[config.mk]
export PLATFORM = sky130hd
export DESIGN_NAME = key_debounce_press_classifier
export DESIGN_NICKNAME = d
export VERILOG_FILES = /design/src/hw/rtl/kdpc_pkg.sv /design/src/hw/rtl/kdpc_lane.sv /design/src/hw/rtl/kdpc_merge.sv /design/src/hw/rtl/key_debounce_press_classifier.sv
export SDC_FILE = /design/constraint.sdc
export NUM_CORES = 1
export LEC_CHECK = 0
export CAP_MARGIN = 20
export CORE_ASPECT_RATIO = 0.6
export CORE_MARGIN = 1.5
export CORE_UTILIZATION = 40
export DETAILED_ROUTE_END_ITERATION = 10
export DONT_BUFFER_PORTS = 1
export HOLD_SLACK_MARGIN = 0.15
export PLACE_DENSITY = 0.64
export REMOVE_ABC_BUFFERS = 1
export SYNTH_ARGS = -nofsm -noshare
export SYNTH_HDL_FRONTEND = slang
export SYNTH_SLANG_ARGS = --single-unit
[constraint.sdc]
create_clock -name i_clk -period 3.1 [get_ports i_clk]
set_input_delay 0.465 -clock i_clk [delete_from_list [all_inputs] [get_ports i_clk]]
set_output_delay 0.465 -clock i_clk [all_outputs]
set_load 0.005 [all_outputs]
[src/hw/rtl/kdpc_pkg.sv]
// Shared types and constants of the key debounce and press classifier.
`timescale 1ns / 1ps

package kdpc_pkg;

    localparam int DB_W    = 8;
    localparam int HOLD_W  = 16;
    localparam int EV_W    = 2;
    localparam int PHASE_W = 2;
    localparam int CFG_IDX_W  = 1;
    localparam int CFG_DATA_W = 16;

    localparam logic [PHASE_W-1:0] PH_IDLE       = 2'd0;
    localparam logic [PHASE_W-1:0] PH_PRESS_DB   = 2'd1;
    localparam logic [PHASE_W-1:0] PH_PRESSED    = 2'd2;
    localparam logic [PHASE_W-1:0] PH_RELEASE_DB = 2'd3;

    localparam logic [EV_W-1:0] EV_NONE  = 2'd0;
    localparam logic [EV_W-1:0] EV_SHORT = 2'd1;
    localparam logic [EV_W-1:0] EV_LONG  = 2'd2;

    localparam logic [CFG_IDX_W-1:0] REG_DEBOUNCE_COUNT   = 1'b0;
    localparam logic [CFG_IDX_W-1:0] REG_LONG_PRESS_TICKS = 1'b1;

    localparam logic [DB_W-1:0]   DEBOUNCE_COUNT_RST   = 8'd3;
    localparam logic [HOLD_W-1:0] LONG_PRESS_TICKS_RST = 16'd500;

    localparam logic [DB_W-1:0]   DB_MAX   = {DB_W{1'b1}};
    localparam logic [HOLD_W-1:0] HOLD_MAX = {HOLD_W{1'b1}};

    typedef logic [EV_W-1:0] t_event;

    typedef struct packed {
        logic [DB_W-1:0]   debounce_count;
        logic [HOLD_W-1:0] long_press_ticks;
    } t_cfg;

endpackage

[src/hw/rtl/kdpc_lane.sv]
// Per-key debounce state machine with hold counter and press classification.
`timescale 1ns / 1ps

module kdpc_lane (
    input  logic             i_clk,
    input  logic             i_rst_n,
    input  logic             i_accept,
    input  logic             i_level,
    input  kdpc_pkg::t_cfg   i_cfg,
    output kdpc_pkg::t_event o_event
);
    import kdpc_pkg::*;

    logic [PHASE_W-1:0] r_phase, n_phase;
    logic [DB_W-1:0]    r_bounce, n_bounce;
    logic [HOLD_W-1:0]  r_hold, n_hold;
    logic               r_long_reported, n_long_reported;
    t_event             ev;

    logic [DB_W-1:0]   bounce_inc;
    logic [HOLD_W-1:0] hold_inc;
    logic              bounce_ok;

    assign bounce_inc = (r_bounce == DB_MAX) ? DB_MAX : r_bounce + 1'b1;
    assign hold_inc   = (r_hold == HOLD_MAX) ? HOLD_MAX : r_hold + 1'b1;
    assign bounce_ok  = bounce_inc >= i_cfg.debounce_count;

    always_comb begin
        n_phase         = r_phase;
        n_bounce        = r_bounce;
        n_hold          = r_hold;
        n_long_reported = r_long_reported;
        ev              = EV_NONE;
        case (r_phase)
            PH_IDLE: begin
                if (!i_level) begin
                    n_phase         = PH_PRESS_DB;
                    n_long_reported = 1'b0;
                    n_hold          = '0;
                end
            end
            PH_PRESS_DB: begin
                if (!i_level) begin
                    n_bounce = bounce_inc;
                    if (bounce_ok) begin
                        n_phase  = PH_PRESSED;
                        n_bounce = '0;
                    end
                end else begin
                    n_bounce = '0;
                    n_phase  = PH_IDLE;
                end
            end
            PH_PRESSED: begin
                n_hold = hold_inc;
                if (i_level) begin
                    n_phase = PH_RELEASE_DB;
                end
                if (hold_inc >= i_cfg.long_press_ticks) begin
                    if (!r_long_reported) begin
                        ev              = EV_LONG;
                        n_long_reported = 1'b1;
                    end
                    n_hold = i_cfg.long_press_ticks;
                end
            end
            default: begin
                if (i_level) begin
                    n_bounce = bounce_inc;
                    if (bounce_ok) begin
                        n_phase  = PH_IDLE;
                        n_bounce = '0;
                        if (!r_long_reported) begin
                            ev = EV_SHORT;
                        end
                    end
                end else begin
                    n_bounce = '0;
                    n_phase  = PH_PRESSED;
                end
            end
        endcase
    end

    always_ff @(posedge i_clk) begin
        if (!i_rst_n) begin
            r_phase         <= PH_IDLE;
            r_bounce        <= '0;
            r_hold          <= '0;
            r_long_reported <= 1'b0;
        end else if (i_accept) begin
            r_phase         <= n_phase;
            r_bounce        <= n_bounce;
            r_hold          <= n_hold;
            r_long_reported <= n_long_reported;
        end
    end

    assign o_event = ev;

    a_long_marks: assert property (@(posedge i_clk) disable iff (!i_rst_n)
        (i_accept && ev == EV_LONG) |=> r_long_reported)
        else $error("long event did not mark the press as reported");

    a_short_ends: assert property (@(posedge i_clk) disable iff (!i_rst_n)
        (i_accept && ev == EV_SHORT) |=> (r_phase == PH_IDLE && r_bounce == '0))
        else $error("short event did not return the key to idle");

    a_hold_still: assert property (@(posedge i_clk) disable iff (!i_rst_n)
        !i_accept |=> ($stable(r_phase) && $stable(r_hold) && $stable(r_bounce)))
        else $error("key state moved without an accepted request");

endmodule

[src/hw/rtl/kdpc_merge.sv]
// Merging stage that packs the lane events into the registered result.
`timescale 1ns / 1ps

module kdpc_merge #(
    parameter int NUM_KEYS = 3,
    parameter int OUT_W    = 8
) (
    input  logic                                 i_clk,
    input  logic                                 i_rst_n,
    input  logic                                 i_accept,
    input  kdpc_pkg::t_event [NUM_KEYS-1:0]      i_events,
    input  logic                                 i_m_tready,
    output logic                                 o_m_tvalid,
    output logic [OUT_W-1:0]                     o_m_tdata,
    output logic                                 o_s_tready
);
    import kdpc_pkg::*;

    logic             r_valid;
    logic [OUT_W-1:0] r_data, n_data;

    always_comb begin
        n_data = '0;
        for (int k = 0; k < NUM_KEYS; k++) begin
            n_data[k*EV_W +: EV_W] = i_events[k];
        end
    end

    assign o_s_tready = !r_valid || i_m_tready;

    always_ff @(posedge i_clk) begin
        if (!i_rst_n) begin
            r_valid <= 1'b0;
        end else if (i_accept) begin
            r_valid <= 1'b1;
        end else if (i_m_tready) begin
            r_valid <= 1'b0;
        end
    end

    always_ff @(posedge i_clk) begin
        if (i_accept) begin
            r_data <= n_data;
        end
    end

    assign o_m_tvalid = r_valid;
    assign o_m_tdata  = r_data;

endmodule

[src/hw/rtl/key_debounce_press_classifier.sv]
// Top level of the key debounce and short/long press classifier.
//
// Channel   Direction  Handshake             Payload
// s_axis    in         i_s_tvalid/o_s_tready  one scan tick, one level bit per key
// m_axis    out        o_m_tvalid/i_m_tready  one event per key for every tick
// cfg       in         i_cfg_we               debounce count, long press ticks
//
// One scan tick is accepted every cycle while the output is not stalled; the per-key
// state update of each lane completes in that cycle and its result lands in the
// output register in the cycle after acceptance. A stalled output keeps its result
// while one more tick may be accepted in the cycle it is taken. Reset clears every
// key to idle and loads the default register values; no clearing pass is needed.
`timescale 1ns / 1ps

module key_debounce_press_classifier #(
    parameter int NUM_KEYS = 3
) (
    input  logic                                   i_clk,
    input  logic                                   i_rst_n,
    input  logic                                   i_s_tvalid,
    output logic                                   o_s_tready,
    // Fields from bit 0 up: key0_level, key1_level, ... one bit per key.
    input  logic [((NUM_KEYS+7)/8)*8-1:0]          i_s_tdata,
    output logic                                   o_m_tvalid,
    input  logic                                   i_m_tready,
    // Fields from bit 0 up: key0_event, key1_event, ... two bits per key.
    output logic [((NUM_KEYS*kdpc_pkg::EV_W+7)/8)*8-1:0] o_m_tdata,
    input  logic                                   i_cfg_we,
    input  logic [kdpc_pkg::CFG_IDX_W-1:0]         i_cfg_index,
    input  logic [kdpc_pkg::CFG_DATA_W-1:0]        i_cfg_data
);
    import kdpc_pkg::*;

    localparam int OUT_W = ((NUM_KEYS*EV_W+7)/8)*8;

    t_cfg                   r_cfg;
    t_event [NUM_KEYS-1:0]  lane_events;
    logic                   s_accept;

    always_ff @(posedge i_clk) begin
        if (!i_rst_n) begin
            r_cfg.debounce_count   <= DEBOUNCE_COUNT_RST;
            r_cfg.long_press_ticks <= LONG_PRESS_TICKS_RST;
        end else if (i_cfg_we) begin
            case (i_cfg_index)
                REG_DEBOUNCE_COUNT:   r_cfg.debounce_count   <= i_cfg_data[DB_W-1:0];
                REG_LONG_PRESS_TICKS: r_cfg.long_press_ticks <= i_cfg_data[HOLD_W-1:0];
                default: ;
            endcase
        end
    end

    assign s_accept = i_s_tvalid && o_s_tready;

    for (genvar k = 0; k < NUM_KEYS; k++) begin : g_lane
        kdpc_lane u_lane (
            .i_clk    (i_clk),
            .i_rst_n  (i_rst_n),
            .i_accept (s_accept),
            .i_level  (i_s_tdata[k]),
            .i_cfg    (r_cfg),
            .o_event  (lane_events[k])
        );
    end

    kdpc_merge #(
        .NUM_KEYS (NUM_KEYS),
        .OUT_W    (OUT_W)
    ) u_merge (
        .i_clk      (i_clk),
        .i_rst_n    (i_rst_n),
        .i_accept   (s_accept),
        .i_events   (lane_events),
        .i_m_tready (i_m_tready),
        .o_m_tvalid (o_m_tvalid),
        .o_m_tdata  (o_m_tdata),
        .o_s_tready (o_s_tready)
    );

endmodule
# Word level (Yosys, flattened, before mapping)
# Cells that the tools add are included.
# totals
ff_bits	112
elab_cells	166
# op_classes
addsub	6
magnitude_cmp	6
eq_ne	27
n_mux	77
n_bitwise	4
reduce_logical	30
# op_table
operator	count
$mux W16	9
$mux W8	12
$pmux W16 S2	3
$mux W2	30
$add A16 B1 Y16 const B	3
$eq A16 B16 Y1 const B	3
$ge A16 B16 Y1	3
$pmux W8 S2	3
$add A8 B1 Y8 const B	3
$eq A8 B8 Y1 const B	3
$ge A8 B8 Y1	3
$pmux W2 S3	3
$reduce_and A5 Y1	3
$ne A2 B2 Y1 const B	6
$ne A4 B1 Y1 const B	3
$pmux W2 S2	3
$reduce_and A4 Y1	3
$reduce_or A2 Y1	6
$mux W1	11
$reduce_and A2 Y1	5
$ne A3 B2 Y1 const B	3
$reduce_and A3 Y1	3
$reduce_bool A2 Y1	4
$eq A2 B1 Y1 const B	3
8 further kinds	19

# Logic depth before layout (Yosys ltp)
# logic_depth
depth_word	6
depth_mapped	16

# By module
# From an unflattened synthesis, not the netlist that was laid out.
# unflattened
cells_unflattened	1066
area_unflattened_um2	8563.2
# by_module_without_submodules
module	n_inst	cells_per_inst	area_per_inst_um2	seq_area_each_um2
kdpc_lane (g_lane[0].u_lane ...)	2	318	2408.6	540.5
kdpc_lane (g_lane[2].u_lane)	1	308	2474.9	540.5
key_debounce_press_classifier	1	109	1023.5	480.5
kdpc_merge	1	13	247.7	200.2

# Least setup slack after synthesis
# No wires, ideal clock.
# synth_timing
path_type	register -> register
from	reg g_lane[1].u_lane.r_hold[0]
to	reg u_merge.r_data[3] (netlist: u_merge.o_m_tdata[3]) (data pin)
t_arrival_ns	2.943
required_time_ns	2.843
slack_ns	-0.100
path_stages_with_launch	16
synth_period_minus_slack_ns	3.200
path_cell_list	dfxtp_1 > ha_1 > nand4_1 > nor2_2 > nand4_1 > buf_2 > nand2_1 > inv_1 > ha_1 > nand2b_1 > a2111o_1 > o211ai_1 > o211ai_1 > buf_4 > buf_6 > and4bb_2
# synth_via
elab_chain_cells	5
word_cells_on_any_way	6
cone_classes	add/sub: 1; order compare: 1; eq/ne: 1; mux: 3
# synth_lines
element	line_no	source
start, declared	kdpc_lane.sv:16	logic [HOLD_W-1:0] r_hold, n_hold;
start signal, assigned	kdpc_lane.sv:94	r_hold <= n_hold;
$add A16 B1 Y16 / $eq A16 B16 Y1 (equally long branches)	kdpc_lane.sv:25	assign hold_inc = (r_hold == HOLD_MAX) ? HOLD_MAX : r_hold + 1'b1;
$mux W16 *	kdpc_lane.sv:25	
$ge A16 B16 Y1 *	kdpc_lane.sv:59	if (hold_inc >= i_cfg.long_press_ticks) begin
$mux W2 *	kdpc_lane.sv:59	
$pmux W2 S2 *	kdpc_lane.sv:34	case (r_phase)
named net g_lane[1].u_lane.o_event[1]	kdpc_lane.sv:10	output kdpc_pkg::t_event o_event
end signal, assigned	kdpc_merge.sv:43	r_data <= n_data;
end, declared	kdpc_merge.sv:20	logic [OUT_W-1:0] r_data, n_data;
# Mark *: on every way through the listed nets, which the timed path passes. The rest lies on a longest branch.
# A chain may end at the register's enable or synchronous reset.

# Final worst setup path
# layout_timing
from	reg g_lane[1].u_lane.r_hold[1]
to	reg u_merge.r_data[3] (netlist: u_merge.o_m_tdata[3]) (data pin)
# Same word-level chain as after synthesis.

==> flow_metrics.py <==
metrics = {
    "run_status": {
        "status": "finished with violations",
        "violations": "negative setup slack",
    },
    "logic_synthesis": {
        "synthArstFlopShare": 0,
        "synth_top_area_cell": "dfxtp_1",
        "ys.flop_type": "dfxtp_1",
        "yosysWarnings": 0,
        "synth.distinct_cells": 63,
        "synth_area_leaders": "dfxtp_1 (28%), ha_1 (13%), nand2_1 (8.3%), mux2i_1 (6.6%), o21ai_0 (5.0%)",
        "seq_area_frac_synth": 0.304,
        "synth_seq_cells": 112,
        "synthesis.area_um2": 7580,
        "synth-edff-count": 6,
        "synthDominantCellAreaShare": 0.280,
        "avgSynthCellArea_um2": 8.09,
        "syn-instance-count": 937,
    },
    "placement": {
        "port_buffers": 0,
        "pre_cts_ws_ns": -0.122,
        "placed_cell_area_um2": 8230,
        "dp_hpwl_um": 16200,
        "gp_congestion": 0.886,
    },
    "worst_setup_path": {
        "start_kind": "register",
        "cp_max_fo": 6,
        "setup.worst_path.class": "reg -> reg",
        "crit_required_ns": 3.21,
        "cp.arrival_ns": 3.27,
        "worstSetupEndpointType": "register",
    },
    "route": {
        "num_vias": 7006,
        "wl_per_cell_um": 17.5,
        "ant_nets": 0,
        "wirelength_um": 21700,
        "drc": 0,
        "viasPerCell": 5.65,
        "drtIter0Drc": 674,
        "drtPass1Iterations": 5,
    },
    "timing": {
        "worst_pin_slew_ns": 1.09,
        "timing.final.crit_period_ns": 3.17,
        "period_share": 1.02,
        "max_freq_ghz": 0.316,
        "finalHoldViolCount": 0,
        "rsz0062_at_grt": "true",
        "drv_slew": 0,
        "clock_skew_ns": 0.0115,
        "worst_slack_ns": -0.0672,
        "setup_violations": 3,
        "relSlewSlack": 0.270,
    },
    "grt": {
        "antenna_found_initial": 0,
        "grt_pass1_wl_um": 33200,
        "grt_pass1_vias": 5969,
        "gr-usage-all-layers": 0.214,
        "grt_max_degree": 24,
        "grt-ovfl-total": 0,
    },
    "power_and_ir_drop": {
        "p_per_area_nw_per_um2": 323,
        "peakVddDrop_mv": 0.254,
        "cellLeakagePower_uw": 0.00375,
    },
    "clocking": {
        "numCtsBuffers": 9,
        "cts.sinks": 112,
        "clock_path_buffers": 2,
        "worstSkewPairLatency_ns": 0.36,
        "htreeDepth": 3,
        "path_clk_slew_ns": 0.08,
        "cts_tree": "done",
        "cts.root.buffer_cell": "clkbuf_16",
    },
    "final_layout": {
        "regArea_um2": 2330,
        "num_antenna_cells": 0,
        "nFillCells": 1713,
        "nets": 1104,
        "finalInstanceArea_um2": 9140,
        "multi_input_area_um2": 5320,
        "drive_above_1_share": 0.173,
        "syn_to_final_growth_pct": 20.6,
    },
    "floorplan": {
        "die_h_um": 110,
        "dieArea_um2": 19800,
        "fp.dieW_um": 181,
        "rows": 38,
        "core_um2": 18300,
        "start_util": 0.414,
        "io_pins": 40,
    },
    "hold_path": {
        "hp-class": "in -> reg",
    },
    "job": {
        "cap_viol_max_count": 0,
    },
}
-- cells in the mapped netlist, drive strengths merged (18+ instances only) --
| cell type | count |
|---|---|
| nand2 | 168 |
| dfxtp | 106 |
| o21ai | 79 |
| ha | 78 |
| a21oi | 67 |
| mux2i | 50 |
| nor2 | 42 |
| nand3 | 39 |
| inv | 38 |
| nand4 | 26 |
| xnor2 | 26 |
| clkbuf | 20 |
| nand2b | 18 |
-- layer usage --
layer  share of wire  vias up  GRT usage  routed length, µm
met5               0        -          0                  0
met4          0.0066        0     0.0306                144
met3           0.074       13     0.0444               1610
met2            0.37      213      0.269               8080
met1            0.55     3279      0.356              11900
li1                -     3501          -                  -
-- what timing repair did --
item	4_1_cts	5_1_grt
buffers inserted	5	8
hold buffers	0	0
setup endpoints to repair	4	65
gates cloned	0	6
pin swaps	4	29
resized for setup	7	98
-- cells by family (layout without fill, tap and decap cells) --
| kind of cell | count (synthesis) | after routing | share of synthesized area |
|---|---|---|---|
| AO/OA/AOI/OAI | 220 | 220 | 0.175 |
| XOR/XNOR | 33 | 33 | 0.0381 |
| adder cells (fa/ha/maj) | 78 | 78 | 0.129 |
| buffers and inverters | 73 | 136 | 0.0419 |
| flip-flops | 112 | 112 | 0.304 |
| multiplexers | 55 | 55 | 0.0735 |
| other | 1 | 2 | 0.000495 |
| AND/OR/NAND/NOR | 365 | 365 | 0.239 |
-- critical path, cell delays in order, from the launching register on --
cell and delay [ns]:
dfxtp_2 0.36, ha_4 0.14, nand4_1 0.14, nor2_4 0.16
nand4_1 0.25, nand2_1 0.20, inv_1 0.07, ha_1 0.27
nand2b_4 0.14, a2111o_1 0.35, o211ai_1 0.12, o211ai_1 0.17
buf_4 0.20, buf_12 0.13, and4bb_2 0.23
-- placed cells by master (no fill, tap or decap), types with 7 or more instances in the layout --
| cell | n |
|---|---|
| nor2b_1 | 8 |
| a31oi_1 | 9 |
| dfxtp_1 | 94 |
| inv_1 | 38 |
| a21o_1 | 13 |
| xnor2_1 | 26 |
| nand3_1 | 38 |
| o21ai_0 | 44 |
| nand2_1 | 167 |
| nand4_1 | 25 |
| nand2b_1 | 14 |
| nor2_1 | 39 |
| dfxtp_2 | 8 |
| ha_1 | 74 |
| o211ai_1 | 9 |
| buf_4 | 70 |
| mux2i_2 | 7 |
| nor3_1 | 10 |
| and3_1 | 12 |
| mux2i_1 | 38 |
| clkbuf_16 | 14 |
| a22o_1 | 9 |
| o21ai_1 | 30 |
| and4_1 | 9 |
| xor2_1 | 7 |
| a21oi_1 | 67 |
-- flip-flops by register name, indices dropped and copies added (netlist names), named ones only --
name,count
g_lane.u_lane.r_bounce,24
g_lane.u_lane.r_long_reported,3
g_lane.u_lane.r_phase,3
u_merge.o_m_tvalid,1
u_merge.o_m_tdata,6
g_lane.u_lane.r_hold,48
r_cfg,24
-- power breakdown --
group	internal, µW	switching, µW
Clock	615	600
Combinational	82.4	155
Sequential	1470	34.6
Total	2170	789
-- path summary, 6_finish.rpt --
kind                         startpoint              endpoint  slack, ns  cells after the start
min reg2reg                   r_cfg[22]             r_cfg[22]       0.46                      2
max          g_lane[1].u_lane.r_hold[1]  u_merge.o_m_tdata[3]      -0.07                     14
max reg2reg  g_lane[1].u_lane.r_hold[1]  u_merge.o_m_tdata[3]      -0.07                     14
min                             i_rst_n             r_cfg[16]       0.19                      1
-- layout make-up --
class	instances	area share
timing repair buffer	82	0.0812
multi-input combinational	753	0.582
inverter	38	0.0156
clock inverter	6	0.00657
sequential	112	0.255
tap	240	0.0328
clock buffer	10	0.0274
-- per-stage QoR --
step                       util  cells  TNS [ns]  hold slack, ns  power [µW]
after CTS                 0.470   1228         0           0.179        2970
after global placement    0.450   1207   -0.0678           0.445        1750
final                     0.499   1241    -0.107           0.188        2960
after global routing      0.499   1241     -3.47           0.174        3080
after detailed placement  0.450   1207    -0.166           0.449        1760
after floorplan               -    903    -51.31           0.436        1670
No activity file was read; power rests on OpenSTA's default activity.
